[src/rtl/core/dmst_pkg.sv]
// ----------------------------------------------------------------------------
// dmst_pkg
// Types and constants shared by the drive motor spin-down timer.
// ----------------------------------------------------------------------------
package dmst_pkg;

    localparam int unsigned TIME_W = 12;
    localparam int unsigned MASK_W = 4;

    // operation codes
    localparam logic [1:0] OP_ON   = 2'd0;
    localparam logic [1:0] OP_OFF  = 2'd1;
    localparam logic [1:0] OP_TICK = 2'd2;

    // per-drive motor state codes
    localparam logic [1:0] MODE_OFF  = 2'd0;
    localparam logic [1:0] MODE_ON   = 2'd1;
    localparam logic [1:0] MODE_WAIT = 2'd2;

    // configuration register indexes
    localparam logic [2:0] REG_OFF_DELAY   = 3'd0;
    localparam logic [2:0] REG_TICK_PERIOD = 3'd1;
    localparam logic [2:0] REG_SPINUP_FAST = 3'd2;
    localparam logic [2:0] REG_SPINUP_SLOW = 3'd3;
    localparam logic [2:0] REG_FAST_MASK   = 3'd4;

    // configuration reset values
    localparam logic [TIME_W-1:0] RST_OFF_DELAY   = 12'd2500;
    localparam logic [TIME_W-1:0] RST_TICK_PERIOD = 12'd400;
    localparam logic [TIME_W-1:0] RST_SPINUP_FAST = 12'd300;
    localparam logic [TIME_W-1:0] RST_SPINUP_SLOW = 12'd500;
    localparam logic [MASK_W-1:0] RST_FAST_MASK   = 4'd0;

    typedef struct packed {
        logic [1:0] operation;
        logic [1:0] drive;
    } t_in_word;

    typedef struct packed {
        logic [MASK_W-1:0] motor_enable;
        logic [TIME_W-1:0] spinup_wait_ms;
        logic [1:0]        drive_status;
        logic [MASK_W-1:0] stopped_mask;
    } t_out_word;

    // status of one drive after the current word
    typedef struct packed {
        logic [1:0] mode;
        logic       started;
        logic       stopped;
    } t_cell_stat;

endpackage

[src/rtl/core/drive_motor_spin_timer.sv]
// ----------------------------------------------------------------------------
// drive_motor_spin_timer
// Motor on/off state and spin-down countdown for a set of floppy drives.
// ----------------------------------------------------------------------------
// path: an accepted word waits in the input register, passes the drive cells and
// goes to the result register once that register is empty or being taken
// throughput: one word per cycle unless the result stalls, set by the single update
// pass of the drive cells; an input and a result register decouple the two sides
// reset: synchronous active low; all motors off, countdowns zero, config at defaults
module drive_motor_spin_timer #(
    parameter int DRIVE_COUNT = 4
) (
    input  logic                        i_clk,
    input  logic                        i_rst_n,
    input  logic                        i_in_valid,
    output logic                        o_in_ready,
    input  dmst_pkg::t_in_word          i_in_word,
    output logic                        o_out_valid,
    input  logic                        i_out_ready,
    output dmst_pkg::t_out_word         o_out_word,
    input  logic                        i_cfg_valid,
    output logic                        o_cfg_ready,
    input  logic [2:0]                  i_cfg_index,
    input  logic [dmst_pkg::TIME_W-1:0] i_cfg_data
);
    import dmst_pkg::*;

    localparam int LOW_N = (DRIVE_COUNT < MASK_W) ? DRIVE_COUNT : MASK_W;

    logic [TIME_W-1:0] r_off_delay;
    logic [TIME_W-1:0] r_tick_period;
    logic [TIME_W-1:0] r_spinup_fast;
    logic [TIME_W-1:0] r_spinup_slow;
    logic [MASK_W-1:0] r_fast_mask;

    logic              r_s1_valid;
    t_in_word          r_in;
    logic              r_out_valid;
    t_out_word         r_out;
    t_out_word         n_out;

    logic              w_in_accept;
    logic              w_advance;
    logic              w_drive_ok;

    t_cell_stat            w_stat [DRIVE_COUNT];
    logic [DRIVE_COUNT-1:0] w_en;
    logic [DRIVE_COUNT-1:0] w_stop;
    logic [DRIVE_COUNT-1:0] w_start;
    logic [1:0]             w_status;

    // configuration writes
    assign o_cfg_ready = 1'b1;

    always_ff @(posedge i_clk) begin
        if (!i_rst_n) begin
            r_off_delay   <= RST_OFF_DELAY;
            r_tick_period <= RST_TICK_PERIOD;
            r_spinup_fast <= RST_SPINUP_FAST;
            r_spinup_slow <= RST_SPINUP_SLOW;
            r_fast_mask   <= RST_FAST_MASK;
        end else if (i_cfg_valid) begin
            case (i_cfg_index)
                REG_OFF_DELAY:   r_off_delay   <= i_cfg_data;
                REG_TICK_PERIOD: r_tick_period <= i_cfg_data;
                REG_SPINUP_FAST: r_spinup_fast <= i_cfg_data;
                REG_SPINUP_SLOW: r_spinup_slow <= i_cfg_data;
                REG_FAST_MASK:   r_fast_mask   <= i_cfg_data[MASK_W-1:0];
                default: begin
                end
            endcase
        end
    end

    // handshake and pipeline control
    assign w_advance   = r_s1_valid && (!r_out_valid || i_out_ready);
    assign o_in_ready  = !r_s1_valid || w_advance;
    assign w_in_accept = i_in_valid && o_in_ready;

    always_ff @(posedge i_clk) begin
        if (!i_rst_n) begin
            r_s1_valid  <= 1'b0;
            r_out_valid <= 1'b0;
        end else begin
            if (w_in_accept) begin
                r_s1_valid <= 1'b1;
            end else if (w_advance) begin
                r_s1_valid <= 1'b0;
            end
            if (w_advance) begin
                r_out_valid <= 1'b1;
            end else if (i_out_ready) begin
                r_out_valid <= 1'b0;
            end
        end
    end

    always_ff @(posedge i_clk) begin
        if (w_in_accept) begin
            r_in <= i_in_word;
        end
        if (w_advance) begin
            r_out <= n_out;
        end
    end

    assign w_drive_ok = int'(r_in.drive) < DRIVE_COUNT;

    // one cell per drive
    for (genvar g = 0; g < DRIVE_COUNT; g++) begin : g_drive
        logic w_sel;
        assign w_sel = (int'(r_in.drive) == g);

        dmst_drive_cell u_cell (
            .i_clk         (i_clk),
            .i_rst_n       (i_rst_n),
            .i_step        (w_advance),
            .i_op          (r_in.operation),
            .i_sel         (w_sel),
            .i_off_delay   (r_off_delay),
            .i_tick_period (r_tick_period),
            .o_stat        (w_stat[g])
        );

        assign w_en[g]    = (w_stat[g].mode != MODE_OFF);
        assign w_stop[g]  = w_stat[g].stopped;
        assign w_start[g] = w_stat[g].started;
    end

    always_comb begin
        w_status = MODE_OFF;
        for (int d = 0; d < DRIVE_COUNT; d++) begin
            if (int'(r_in.drive) == d) begin
                w_status = w_stat[d].mode;
            end
        end
    end

    always_comb begin
        n_out                = '0;
        n_out.motor_enable   = MASK_W'(w_en[LOW_N-1:0]);
        n_out.stopped_mask   = MASK_W'(w_stop[LOW_N-1:0]);
        n_out.drive_status   = w_drive_ok ? w_status : MODE_OFF;
        // only the addressed drive can start, and it is always below four
        if (|w_start) begin
            n_out.spinup_wait_ms = r_fast_mask[r_in.drive] ? r_spinup_fast : r_spinup_slow;
        end
    end

    assign o_out_valid = r_out_valid;
    assign o_out_word  = r_out;

`ifndef SYNTHESIS
    a_stop_only_tick: assert property (@(posedge i_clk) disable iff (!i_rst_n)
        w_advance && r_in.operation != OP_TICK |=> o_out_word.stopped_mask == '0)
        else $error("stopped drives reported on a word that is not a tick");

    a_wait_means_on: assert property (@(posedge i_clk) disable iff (!i_rst_n)
        o_out_valid && o_out_word.spinup_wait_ms != '0 |->
            o_out_word.drive_status == MODE_ON)
        else $error("spin-up wait reported for a drive that is not on");

    a_stopped_disabled: assert property (@(posedge i_clk) disable iff (!i_rst_n)
        o_out_valid |-> (o_out_word.stopped_mask & o_out_word.motor_enable) == '0)
        else $error("stopped drive still has its enable bit set");

    a_stall_cause: assert property (@(posedge i_clk) disable iff (!i_rst_n)
        !o_in_ready |-> r_s1_valid && r_out_valid && !i_out_ready)
        else $error("input stalled without a blocked result");
`endif

endmodule

[src/rtl/core/dmst_drive_cell.sv]
// ----------------------------------------------------------------------------
// dmst_drive_cell
// Mode and spin-down countdown of one drive motor.
// ----------------------------------------------------------------------------
module dmst_drive_cell (
    input  logic                        i_clk,
    input  logic                        i_rst_n,
    input  logic                        i_step,
    input  logic [1:0]                  i_op,
    input  logic                        i_sel,
    input  logic [dmst_pkg::TIME_W-1:0] i_off_delay,
    input  logic [dmst_pkg::TIME_W-1:0] i_tick_period,
    output dmst_pkg::t_cell_stat        o_stat
);
    import dmst_pkg::*;

    logic [1:0]        r_mode;
    logic [1:0]        n_mode;
    logic [TIME_W-1:0] r_count;
    logic [TIME_W-1:0] n_count;
    logic              w_started;
    logic              w_stopped;

    always_comb begin
        n_mode    = r_mode;
        n_count   = r_count;
        w_started = 1'b0;
        w_stopped = 1'b0;
        case (i_op)
            OP_ON: begin
                if (i_sel && r_mode == MODE_OFF) begin
                    n_mode    = MODE_ON;
                    w_started = 1'b1;
                end else if (i_sel && r_mode == MODE_WAIT) begin
                    n_mode = MODE_ON;
                end
            end
            OP_OFF: begin
                if (i_sel && r_mode == MODE_ON) begin
                    n_mode  = MODE_WAIT;
                    n_count = i_off_delay;
                end
            end
            OP_TICK: begin
                if (r_mode == MODE_WAIT) begin
                    // countdown at or below one period runs out on this tick
                    if (r_count <= i_tick_period) begin
                        n_count   = '0;
                        n_mode    = MODE_OFF;
                        w_stopped = 1'b1;
                    end else begin
                        n_count = r_count - i_tick_period;
                    end
                end
            end
            default: begin
            end
        endcase
    end

    always_ff @(posedge i_clk) begin
        if (!i_rst_n) begin
            r_mode  <= MODE_OFF;
            r_count <= '0;
        end else if (i_step) begin
            r_mode  <= n_mode;
            r_count <= n_count;
        end
    end

    assign o_stat.mode    = n_mode;
    assign o_stat.started = w_started;
    assign o_stat.stopped = w_stopped;

endmodule

[config.mk]
export PLATFORM = sky130hd
export DESIGN_NAME = drive_motor_spin_timer
export DESIGN_NICKNAME = d
export VERILOG_FILES = /design/src/rtl/core/dmst_pkg.sv /design/src/rtl/core/drive_motor_spin_timer.sv /design/src/rtl/core/dmst_drive_cell.sv
export SDC_FILE = /design/constraint.sdc
export NUM_CORES = 1
export LEC_CHECK = 0
export ABC_AREA = 1
export BUFFER_PORTS_ARGS = -buffer_cell sky130_fd_sc_hd__buf_2
export CORE_UTILIZATION = 26
export DETAILED_ROUTE_END_ITERATION = 6
export GPL_TIMING_DRIVEN = 0
export PLACE_DENSITY = 0.46
export SETUP_SLACK_MARGIN = 0.3
export SLEW_MARGIN = 10
export SYNTH_ARGS = -nofsm -noshare
export SYNTH_HDL_FRONTEND = slang
export SYNTH_HIERARCHICAL = 1
export SYNTH_SLANG_ARGS = --single-unit
[constraint.sdc]
create_clock -name i_clk -period 3.4 [get_ports i_clk]
set_input_delay 0.85 -clock i_clk [delete_from_list [all_inputs] [get_ports i_clk]]
set_output_delay 0.85 -clock i_clk [all_outputs]
set_load 0.01 [all_outputs]
---- Word-level counts from Yosys, hierarchy flattened ----
Index checks and enable logic that the tools add are counted.
storage, ports and cells
  logic and storage cells ................. 167
  output and inout bits ................... 25
  input port bits ......................... 24
  register bits after elaboration ......... 136
operators by class
  mux-type cells .......................... 63
  $lt $le $gt $ge ......................... 5
  $add $sub $neg .......................... 4
  equal/unequal tests ..................... 25
  reduce and logical (&&, ||, !) cells .... 46
operators with widths
  kind                  count
  $mux W12              13
  $pmux W12 S2          4
  $le A12 B12 Y1        4
  $mux W2               24
  $sub A12 B12 Y12      4
  $pmux W2 S3           4
  $reduce_and A2 Y1     9
  $mux W1               17
  $ne A2 B1 Y1 const B  8
  $reduce_and A4 Y1     4
  $eq A2 B2 Y1 const B  7
  $logic_and A1 B1 Y1   14
  $reduce_bool A2 Y1    7
  $eq A2 B1 Y1 const B  6
  $logic_not A2 Y1      6
  $eq A3 B2 Y1 const B  2
  $reduce_or A4 Y1      1
  $eq A3 B1 Y1 const B  1
  $eq A3 B3 Y1 const B  1
  $logic_not A3 Y1      1
  $lt A2 B3 Y1 const B  1
  $bmux W1 S2           1
  $logic_not A1 Y1      2
  $logic_or A1 B1 Y1    2

---- Logic depth before layout (Yosys ltp) ----
Gate-level depths: netlist of the first run.
  depth after elaboration ................. 9
  gate-level depth with buffers ........... 16
  mapped depth without buffers ............ 16

---- By module ----
The synthesis of the first run kept the hierarchy.
by module, submodules not included
  module                  cells an instance  area an instance (µm²)  seq. area each (µm²)  times used
  dmst_drive_cell         216                1358.8                  280.3                 4
  drive_motor_spin_timer  381                3146.8                  1861.8                1

---- Worst setup path after synthesis of the first run ----
No wires, ideal clock.
  path kind ............................... input-to-reg
  start ................................... input i_out_ready
  end ..................................... register g_drive[0].u_cell.r_count[11]
  cell stages on the path ................. 6
  arrival time ............................ 3369 ps
  buffers on the path ..................... 1
  data required time ...................... 3281 ps
  library setup time ...................... 119 ps
  path slack .............................. -88 ps
  cell sequence ........................... inv_1 > a21oi_1 > nand2_2 > buf_2 > a21oi_1 > a21oi_1
between the ends
  longest elaborated chain between the ends .. 3
RTL lines
  element                             RTL line                      source
  start: declaration                  drive_motor_spin_timer.sv:19  input logic i_out_ready,
  $logic_or A1 B1 Y1                  drive_motor_spin_timer.sv:76  assign w_advance = r_s1_valid && (!r_out_valid || i_out_ready);
  $logic_and A1 B1 Y1                 drive_motor_spin_timer.sv:76
  named net w_advance                 drive_motor_spin_timer.sv:43  logic w_advance;
  $reduce_and A4 Y1 (no source line)  n/a
  end signal: assignment              dmst_drive_cell.sv:67         r_count <= n_count;
  end: declaration                    dmst_drive_cell.sv:19         logic [TIME_W-1:0] r_count;
The timed path passes the listed nets, and every way through them passes these cells.
A chain may end at the register's enable or synchronous reset.

==> results of run 1 <==
## final cells by class
type	instances	area [µm²]
Clock inverter	11	123
Clock buffer	21	450
Inverter	154	583
Sequential cell	136	2980
Buffer	43	262
Tap cell	442	553
Fill cell	3614	22600
Timing Repair Buffer	48	263
Multi-Input combinational cell	912	4770
## state kept, by name, indices dropped and copies added (netlist names), 4 cells and up
| name | count |
|---|---|
| r_spinup_fast | 12 |
| r_fast_mask | 4 |
| r_spinup_slow | 12 |
| o_out_word | 22 |
| g_drive.u_cell/r_mode | 8 |
| r_in | 4 |
| r_off_delay | 12 |
| g_drive.u_cell/r_count | 48 |
| r_tick_period | 12 |
## cell usage in the layout, fill, tap and decap left out, drive strengths merged, types with 11 or more instances in the layout
cell type / n
or2: 16
clkinv: 11
nor2: 153
buf: 77
o21ai: 92
xor2: 24
edfxtp: 26
clkbuf: 35
a21oi: 149
nand2: 290
dfxtp: 110
ha: 48
inv: 152
nand3: 97
## stage by stage
stage / setup slack (ps) / cell area (µm²) / instances
floorplan: 686 / 8590 / 1245
global placement: -332 / 9370 / 1734
detailed placement: 683 / 9410 / 1735
CTS: 681 / 9980 / 1767
global route: 501 / 9980 / 1767
finish: 694 / 9980 / 1767
## kinds of logic (layout without fill, tap and decap cells)
kind of cell / count (synthesis) / after routing / synth area share (%)
other: 1 / 1 / 0.0437
DFF: 136 / 136 / 34.8
AOI/OAI and AO/OA: 261 / 261 / 15.8
buffers and inverters: 197 / 277 / 9.84
and+or+nand+nor: 570 / 570 / 28.8
xor gates and xnor gates: 28 / 28 / 2.86
adders and majority gates: 52 / 52 / 7.93
## worst paths after layout
path	from	end	cells past startpoint
setup / recovery	r_tick_period[0]	o_out_word[20]	14
hold / removal	r_fast_mask[2]	r_fast_mask[2]	2
setup reg to reg	r_tick_period[0]	o_out_word[20]	14
hold reg to reg	r_fast_mask[2]	r_fast_mask[2]	2
## critical path, stage by stage, from the launching register on
cell	delay [ps]
dfxtp_1	580
ha_1	220
inv_1	60
fa_1	480
nand3_1	120
nand3_2	130
nand3_1	110
nand3_2	70
nand2_2	100
nand2_1	60
nand2_1	70
nand2_1	50
nand2_1	80
inv_1	60
or2_2	260
## power breakdown
part	internal, µW	switching, µW
registers	1700	68.0
logic	172	312
clock network	1100	742
## layer usage
metal / vias up / GRT usage (%) / routed length, µm
met3: 18 / 2.32 / 775
met5: - / 0 / 0
met4: 0 / 3.70 / 256
li1: 4199 / - / -
met2: 135 / 26.6 / 12000
met1: 3703 / 23.0 / 13800
==> flow_metrics.env, run 1 <==
export IMPL_status="finished, final reports clean"
export IMPL_hpwlAfterDp_um=18900
export IMPL_yosysMostFrequentCell="nand2_1"
export IMPL_dr_pass1_iters=5
export IMPL_layout_drive_gt1_share_pct=13.2
export IMPL_cts_root_buf="clkbuf_16"
export IMPL_cts_path_max_buffers=2
export IMPL_async_reset_ff_share_pct=0
export IMPL_seq_area_frac_synth_pct=34.8
export IMPL_synth_main_ff_cell="dfxtp_1"
export IMPL_grt_pass1_wl_um=42100
export IMPL_syn_area_per_cell_um2=6.89
export IMPL_place_congestion=0.843
export IMPL_antenna_found_initial=0
export IMPL_crit_arrival_ps=2880
export IMPL_h_tree_depth=4
export IMPL_vias_per_cell=4.56
export IMPL_vdd_drop_max_v=0.000297
export IMPL_syn_area_um2=8580
export IMPL_whs_ps=462
export IMPL_overflow=0
export IMPL_fin_tns_setup_ps=0
export IMPL_fin_crit_sh_pct=79.6
export IMPL_ys_top_cells_by_count="nand2_1 (266), a21oi_1 (149), nor2_1 (142)"
export IMPL_postCtsSetupBuffers=0
export IMPL_yosys_area_top_type="dfxtp_1"
export IMPL_yosys_area_top_type_share_pct=25.7
export IMPL_antennaDiodeCount=0
export IMPL_yosys_cell_types_count=33
export IMPL_rsz0062_at_grt="false"
export IMPL_start_util_pct=26.4
export IMPL_worstMarginPinSlew_ps=895
export IMPL_path_class="reg2reg"
export IMPL_powerDensity_nw_per_um2=410
export IMPL_fin_util_pct=30.7
export IMPL_die_h_um=184
export IMPL_cts_sinks=136
export IMPL_die_width_um=184
export IMPL_ios=49
export IMPL_tritoncts="done"
export IMPL_path_max_fanout=5
export IMPL_drv_cap=0
export IMPL_leakage_uw=0.00465
export IMPL_syn_to_final_growth_pct=16.3
export IMPL_wirelength_um=26800
export IMPL_drc=0
export IMPL_report_final_slew_viol_count=0
export IMPL_maxSlewHeadroom_pct=40.3
export IMPL_cts_resized=0
export IMPL_vias=8055
export IMPL_worstPathRequired_ps=3570
export IMPL_ctsHoldBuffers=0
export IMPL_grt_pass1_vias=7792
export IMPL_dieArea_um2=33700
export IMPL_clock_latency_ps=420
export IMPL_hold_class="reg2reg"
export IMPL_r2r_slack_ps=690
export IMPL_design_core_area_um2=32500
export IMPL_grt_max_degree=29
export IMPL_start_kind="flop"
export IMPL_finalHoldViolCount=0
export IMPL_antenna_left=0
export IMPL_period_minus_slack_ps=2710
export IMPL_fin_skew_ps=10.6
export IMPL_cts_inserted_buffers=17
export IMPL_drtIter0Drc=469
export IMPL_nets=1388
export IMPL_synth_nets=1321
export IMPL_synth_seq_cells=136
export IMPL_synth_area_leaders="dfxtp_1 (26%), nand2_1 (12%), edfxtp_1 (9.1%)"
export IMPL_yosysWarnings=6
export IMPL_syn_inst=1245
export IMPL_io_buffer_count=47
export IMPL_cts_clk_slew_worst_paths_ps=60
export IMPL_wl_per_cell_um=15.2
export IMPL_setup_viol_count_final=0
export IMPL_crit_path_end_kind="flop"
export IMPL_synth_edff_count=26
export IMPL_track_usage_pct=16.4
export IMPL_rows=66
export IMPL_power_uw=4100
export IMPL_fmax_ghz=0.370
No activity file was read; power rests on OpenSTA's default activity.
==> inputs of run 2 (changes only) <==
PLACE_DENSITY = 0.45   (was 0.46)
clock period = 2.85 ns   (was 3.4 ns; I/O delays follow)
==> flow_metrics.env, run 2 (synthesis gave the netlist of run 1 again) <==
export IMPL_antenna_found_initial=0
export IMPL_design_core_area_um2=32500
export IMPL_clock_latency_ps=430
export IMPL_hold_class="in2reg"
export IMPL_vdd_drop_max_v=0.000397
export IMPL_wl_per_cell_um=15.5
export IMPL_vias_per_cell=4.55
export IMPL_h_tree_depth=4
export IMPL_fin_util_pct=30.8
export IMPL_nFillCells=3626
export IMPL_powerDensity_nw_per_um2=490
export IMPL_crit_path_end_kind="flop"
export IMPL_antenna_left=0
export IMPL_finalHoldViolCount=0
export IMPL_track_usage_pct=16.7
export IMPL_tritoncts="done"
export IMPL_fmax_ghz=0.415
export IMPL_dp_cells=1735
export IMPL_worstMarginPinSlew_ps=883
export IMPL_setup_viol_count_final=0
export IMPL_start_kind="flop"
export IMPL_leakage_uw=0.00464
export IMPL_report_final_slew_viol_count=0
export IMPL_path_max_fanout=5
export IMPL_die_width_um=184
export IMPL_layout_common_cells="nand2_1 (266), a21oi_1 (148), nor2_1 (142)"
export IMPL_drv_cap=0
export IMPL_maxSlewHeadroom_pct=41.1
export IMPL_multiInputGateArea_um2=4780
export IMPL_grt_max_degree=29
export IMPL_ios=49
export IMPL_overflow=0
export IMPL_cts_path_max_buffers=2
export IMPL_dieArea_um2=33700
export IMPL_antennaDiodeCount=0
export IMPL_grt_pass1_vias=7644
export IMPL_fin_skew_ps=12.8
export IMPL_power_frac_comb_pct=11.8
export IMPL_nets=1389
export IMPL_p_int_uw=3550
export IMPL_top_register="g_drive.u_cell/r_count"
export IMPL_cts_inserted_buffers=17
export IMPL_cts_sinks=136
export IMPL_switching_power_uw=1370
export IMPL_die_h_um=184
export IMPL_place_congestion=0.814
export IMPL_routed_wl_met3_um=995
export IMPL_dr_pass1_iters=5
export IMPL_vias=8053
export IMPL_wl_met2_um=12200
export IMPL_status="finished, final reports clean"
export IMPL_wl_met1_um=13700
export IMPL_period_minus_slack_ps=2410
export IMPL_pwr_share_clk_pct=45.2
export IMPL_drc=0
export IMPL_place_area_um2=9410
export IMPL_p_sw_share_pct=27.8
export IMPL_stdcell_area_um2=10000
export IMPL_cts_clk_slew_worst_paths_ps=60
export IMPL_pwr_share_seq_pct=43.0
export IMPL_layout_drive_gt1_share_pct=14.5
export IMPL_power_uw=4910
export IMPL_rows=66
export IMPL_fin_crit_sh_pct=84.6
export IMPL_cts_root_buf="clkbuf_16"
export IMPL_drtIter0Drc=506
export IMPL_maxUsedRoutingLayer="met4"
export IMPL_io_buffer_count=47
export IMPL_seq_area_um2=3010
export IMPL_start_util_pct=26.4
export IMPL_final_common_cell="nand2_1"
export IMPL_wirelength_um=27400
export IMPL_rsz0062_at_grt="false"
export IMPL_final_cells=1768
export IMPL_worstPathRequired_ps=3020
export IMPL_grt_pass1_wl_um=42400
export IMPL_hpwlAfterDp_um=19000
export IMPL_path_class="reg2reg"
export IMPL_crit_arrival_ps=2590
export IMPL_whs_ps=459
export IMPL_syn_to_final_growth_pct=16.8
export IMPL_largest_reg_flops=48
[run 2: cell types whose count changed in the layout (fill, tap and decap cells not counted)]
cell / previous run / this run
clkbuf_1: 17 / 16
clkinvlp_4: 0 / 3
clkinv_4: 3 / 1
fa_1: 4 / 0
clkinv_2: 7 / 6
buf_4: 13 / 14
fa_2: 0 / 4
dfxtp_4: 0 / 3
dfxtp_2: 0 / 9
dfxtp_1: 110 / 98
clkinv_1: 1 / 2
[run 2: final cells by class]
cell class / instances / area share [%]
Timing Repair Buffer: 49 / 2.70
Multi-Input combinational cell: 912 / 47.7
Inverter: 154 / 5.82
Clock buffer: 20 / 4.46
Clock inverter: 12 / 1.26
Buffer: 43 / 2.61
Sequential cell: 136 / 30.0
Tap cell: 442 / 5.52
[run 2: worst max-delay path: stages, from the launching register on]
cell and delay, ps:
dfxtp_4 430, ha_1 160, inv_1 60, fa_2 420
nand3_1 110, nand3_2 120, nand3_1 110, nand3_2 70
nand2_2 80, nand2_1 50, nand2_1 50, nand2_1 40
nand2_1 100, inv_1 60, or2_2 280
[run 2: path summary, 6_finish.rpt]
| path | start | endpoint | slack [ps] | cells past startpoint |
|---|---|---|---|---|
| worst max-delay path | r_tick_period[0] | o_out_word[20] | 440 | 14 |
| worst min-delay path | i_in_word[0] | r_in[0] | 460 | 1 |
| worst max register to register | r_tick_period[0] | o_out_word[20] | 440 | 14 |
| worst min register to register | r_fast_mask[1] | r_fast_mask[1] | 460 | 2 |
[run 2: what timing repair did]
| action | CTS | global route |
|---|---|---|
| buffers inserted | 0 | 1 |
| hold buffers | 0 | 0 |
| gates resized for setup | 4 | 15 |
| setup endpoints to repair | 5 | 5 |
[run 2: power by group through the flow]
stage / Combinational, µW / Clock, µW / Sequential (µW)
floorplan: 401 / 0 / 2120
CTS: 586 / 2280 / 2110
detailed placement: 583 / 0 / 2150
global route: 662 / 2350 / 2120
finish: 582 / 2220 / 2110
global placement: 577 / 0 / 2150
[run 2: metal layers]
metal  up-vias  GRT usage, %
met1      3707          23.0
met5         -             0
li1       4187             -
met3        28          2.60
met4         0          4.77
met2       131          26.8
[run 2: per-stage QoR]
stage                     setup slack (ps)  setup TNS, ps
final                                  438              0
after global routing                   300              0
after CTS                              324              0
after detailed placement              76.0              0
after global placement               -22.5          -79.2
after floorplan                        638              0
==> inputs of run 3 (changes only) <==
ABC_AREA = 0   (was 1)
PLACE_DENSITY = 0.46   (was 0.45)
clock period = 1.95 ns   (was 2.85 ns; I/O delays follow)
==> flow_metrics.env, run 3 <==
export IMPL_fin_skew_ps=15.9
export IMPL_seq_area_frac_synth_pct=34.2
export IMPL_maxSlewHeadroom_pct=49.1
export IMPL_io_buffer_count=47
export IMPL_antenna_left=0
export IMPL_syn_area_per_cell_um2=8.44
export IMPL_critPathSlowestCell="mux4_2"
export IMPL_worstMarginPinSlew_ps=764
export IMPL_worstPathRequired_ps=2120
export IMPL_synth_edff_count=26
export IMPL_status="finished, violations left"
export IMPL_yosys_cell_types_count=74
export IMPL_die_h_um=185
export IMPL_report_final_slew_viol_count=0
export IMPL_die_width_um=185
export IMPL_dp_cells=1521
export IMPL_syn_area_um2=8710
export IMPL_yosysMostFrequentCell="nand2_1"
export IMPL_wl_met2_um=14100
export IMPL_hpwlAfterDp_um=19200
export IMPL_async_reset_ff_share_pct=0
export IMPL_path_max_fanout=4
export IMPL_synth_area_leaders="dfxtp_1 (25%), edfxtp_1 (9.0%), ha_1 (6.9%)"
export IMPL_synth_nets=1108
export IMPL_place_congestion=0.823
export IMPL_synth_xor_area_share_pct=2.01
export IMPL_yosysWarnings=6
export IMPL_drtIter0Drc=602
export IMPL_cts_inserted_buffers=17
export IMPL_period_minus_slack_ps=2620
export IMPL_whs_ps=236
export IMPL_dr_pass1_iters=4
export IMPL_cp_num_buf_inv=4
export IMPL_routed_wl_met3_um=1380
export IMPL_track_usage_pct=18.5
export IMPL_dp_slack_ps=-1100
export IMPL_synth_seq_cells=136
export IMPL_yosys_area_top_type="dfxtp_1"
export IMPL_worst_slack_ps=-673
export IMPL_rsz0062_at_grt="true"
export IMPL_wirelength_um=30900
export IMPL_powerDensity_nw_per_um2=589
export IMPL_cp_cell_sequence="buf_12 > inv_6 > ha_4 > buf_6 > a211o_1 > a21oi_4 > a211o_1 > a21oi_4 > buf_6 > a21o_1 > mux4_2"
export IMPL_wl_met1_um=15000
export IMPL_final_common_cell="nand2_1"
export IMPL_cts_root_buf="clkbuf_16"
export IMPL_cts_clk_slew_worst_paths_ps=70
export IMPL_cts_sinks=136
export IMPL_ys_top_cells_by_count="nand2_1 (157), dfxtp_1 (110), o21ai_0 (82)"
export IMPL_ios=49
export IMPL_dieArea_um2=34200
export IMPL_syn_to_final_growth_pct=41.5
export IMPL_finalHoldViolCount=0
export IMPL_vias=8258
export IMPL_fin_tns_setup_ps=-22880
export IMPL_grt_max_degree=22
export IMPL_synth_main_ff_cell="dfxtp_1"
export IMPL_layout_drive_gt1_share_pct=35.6
export IMPL_largest_reg_flops=48
export IMPL_start_util_pct=26.6
export IMPL_synth_mux_area_fraction_pct=3.68
export IMPL_synth_top_family_by_area="compound AO/OA/AOI/OAI gates"
export IMPL_crit_arrival_ps=2800
export IMPL_cpPeakStageDelay_ps=450
export IMPL_final_cells=1655
export IMPL_drv_cap=0
export IMPL_layout_common_cells="nand2_1 (151), dfxtp_1 (96), o21ai_0 (70)"
export IMPL_design_core_area_um2=32800
export IMPL_rows=66
export IMPL_start_kind="flop"
export IMPL_grt_pass1_vias=7832
export IMPL_synth_fa_ha_area_share_pct=7.81
export IMPL_vdd_drop_max_v=0.000592
export IMPL_violations="negative setup slack"
export IMPL_antenna_found_initial=0
export IMPL_antennaDiodeCount=0
export IMPL_wl_per_cell_um=18.7
export IMPL_nets=1276
export IMPL_fin_crit_sh_pct=135
export IMPL_fmax_ghz=0.381
export IMPL_h_tree_depth=4
export IMPL_setup_viol_count_final=66
export IMPL_top_register="g_drive.u_cell/r_count"
export IMPL_yosys_area_top_type_share_pct=25.3
export IMPL_syn_inst=1032
export IMPL_drc=0
export IMPL_clock_latency_ps=440
export IMPL_leakage_uw=0.00478
export IMPL_path_class="reg2reg"
export IMPL_synth_compound_area_share_pct=25.0
export IMPL_maxUsedRoutingLayer="met4"
export IMPL_cpLargestDelayFamily="compound AO/OA/AOI/OAI gates"
export IMPL_hold_class="in2reg"
export IMPL_overflow=0
export IMPL_tritoncts="done"
export IMPL_vias_per_cell=4.99
export IMPL_cts_path_max_buffers=2
export IMPL_crit_path_end_kind="flop"
export IMPL_grt_pass1_wl_um=46900
export IMPL_yosys_area_share_simple_pct=20.4
## run 3: changes by cell type after synthesis, moves of 31 or more
cell / previous run / this run
a21boi_0: 4 / 35
nand3_1: 89 / 24
inv_1: 140 / 72
nor2_1: 142 / 61
a21oi_1: 149 / 51
nand2_1: 266 / 157
## run 3: cell families after synthesis
kind of cell | after synthesis
other | 1
AO/OA/AOI/OAI | 310
XOR/XNOR | 20
flip-flops | 136
multiplexers | 27
buffers and inverters | 127
AND/OR/NAND/NOR | 359
adder cells (fa/ha/maj) | 52
## run 3: stage by stage
stage	power [µW]	area [µm²]	utilization [%]
finish	7260	12300	37.6
global route	7550	12300	37.6
CTS	7290	11900	36.3
detailed placement	3750	9920	30.2
global placement	3750	9920	30.2
floorplan	3500	9130	-
## run 3: where the power goes
| part | internal (µW) | total [µW] | leakage, µW | switching [µW] |
|---|---|---|---|---|
| combinational | 389 | 880 | 0.00333 | 490 |
| sequential | 2920 | 3010 | 0.00115 | 83.0 |
| clock | 1760 | 3370 | 0.000302 | 1620 |
| total | 5070 | 7260 | 0.00478 | 2190 |
## run 3: final cells by class
cell class	instances	area [µm²]
fill	3343	20500
multi-input combinational	772	6100
sequential	136	3030
timing repair buffer	146	1300
tap	442	553
buffer	55	437
clock buffer	17	425
inverter	72	285
clock inverter	15	209
## run 3: worst register-to-register path: cells and delay by family, from the launching register on
family | cells | cell delay (ps)
buf+inv | 4 | 420
mux | 1 | 450
fa+ha+maj | 1 | 200
compound gates | 5 | 900
flops | 1 | 410
## run 3: worst paths after layout
check / slack, ps / from / cells past startpoint / to
setup / recovery: -670 / r_tick_period[9] / 11 / o_out_word[5]
hold / removal: 240 / i_in_word[0] / 1 / r_in[0]
setup reg to reg: -670 / r_tick_period[9] / 11 / o_out_word[5]
hold reg to reg: 470 / r_spinup_slow[9] / 2 / r_spinup_slow[9]
## run 3: repair_timing
action | CTS | global route
pin swaps | 64 | 57
resized for setup | 137 | 69
hold buffers | 0 | 0
hold endpoints to repair | 0 | 0
setup buffers | 74 | 21
setup endpoints to repair | 122 | 87
gates cloned | 7 | 0
## run 3: layer usage
metal  up-vias  GRT usage (%)
li1       4019              -
met1      4039           26.3
met2       178           28.9
met3        22           3.03
met4         0           4.40
met5         -              0
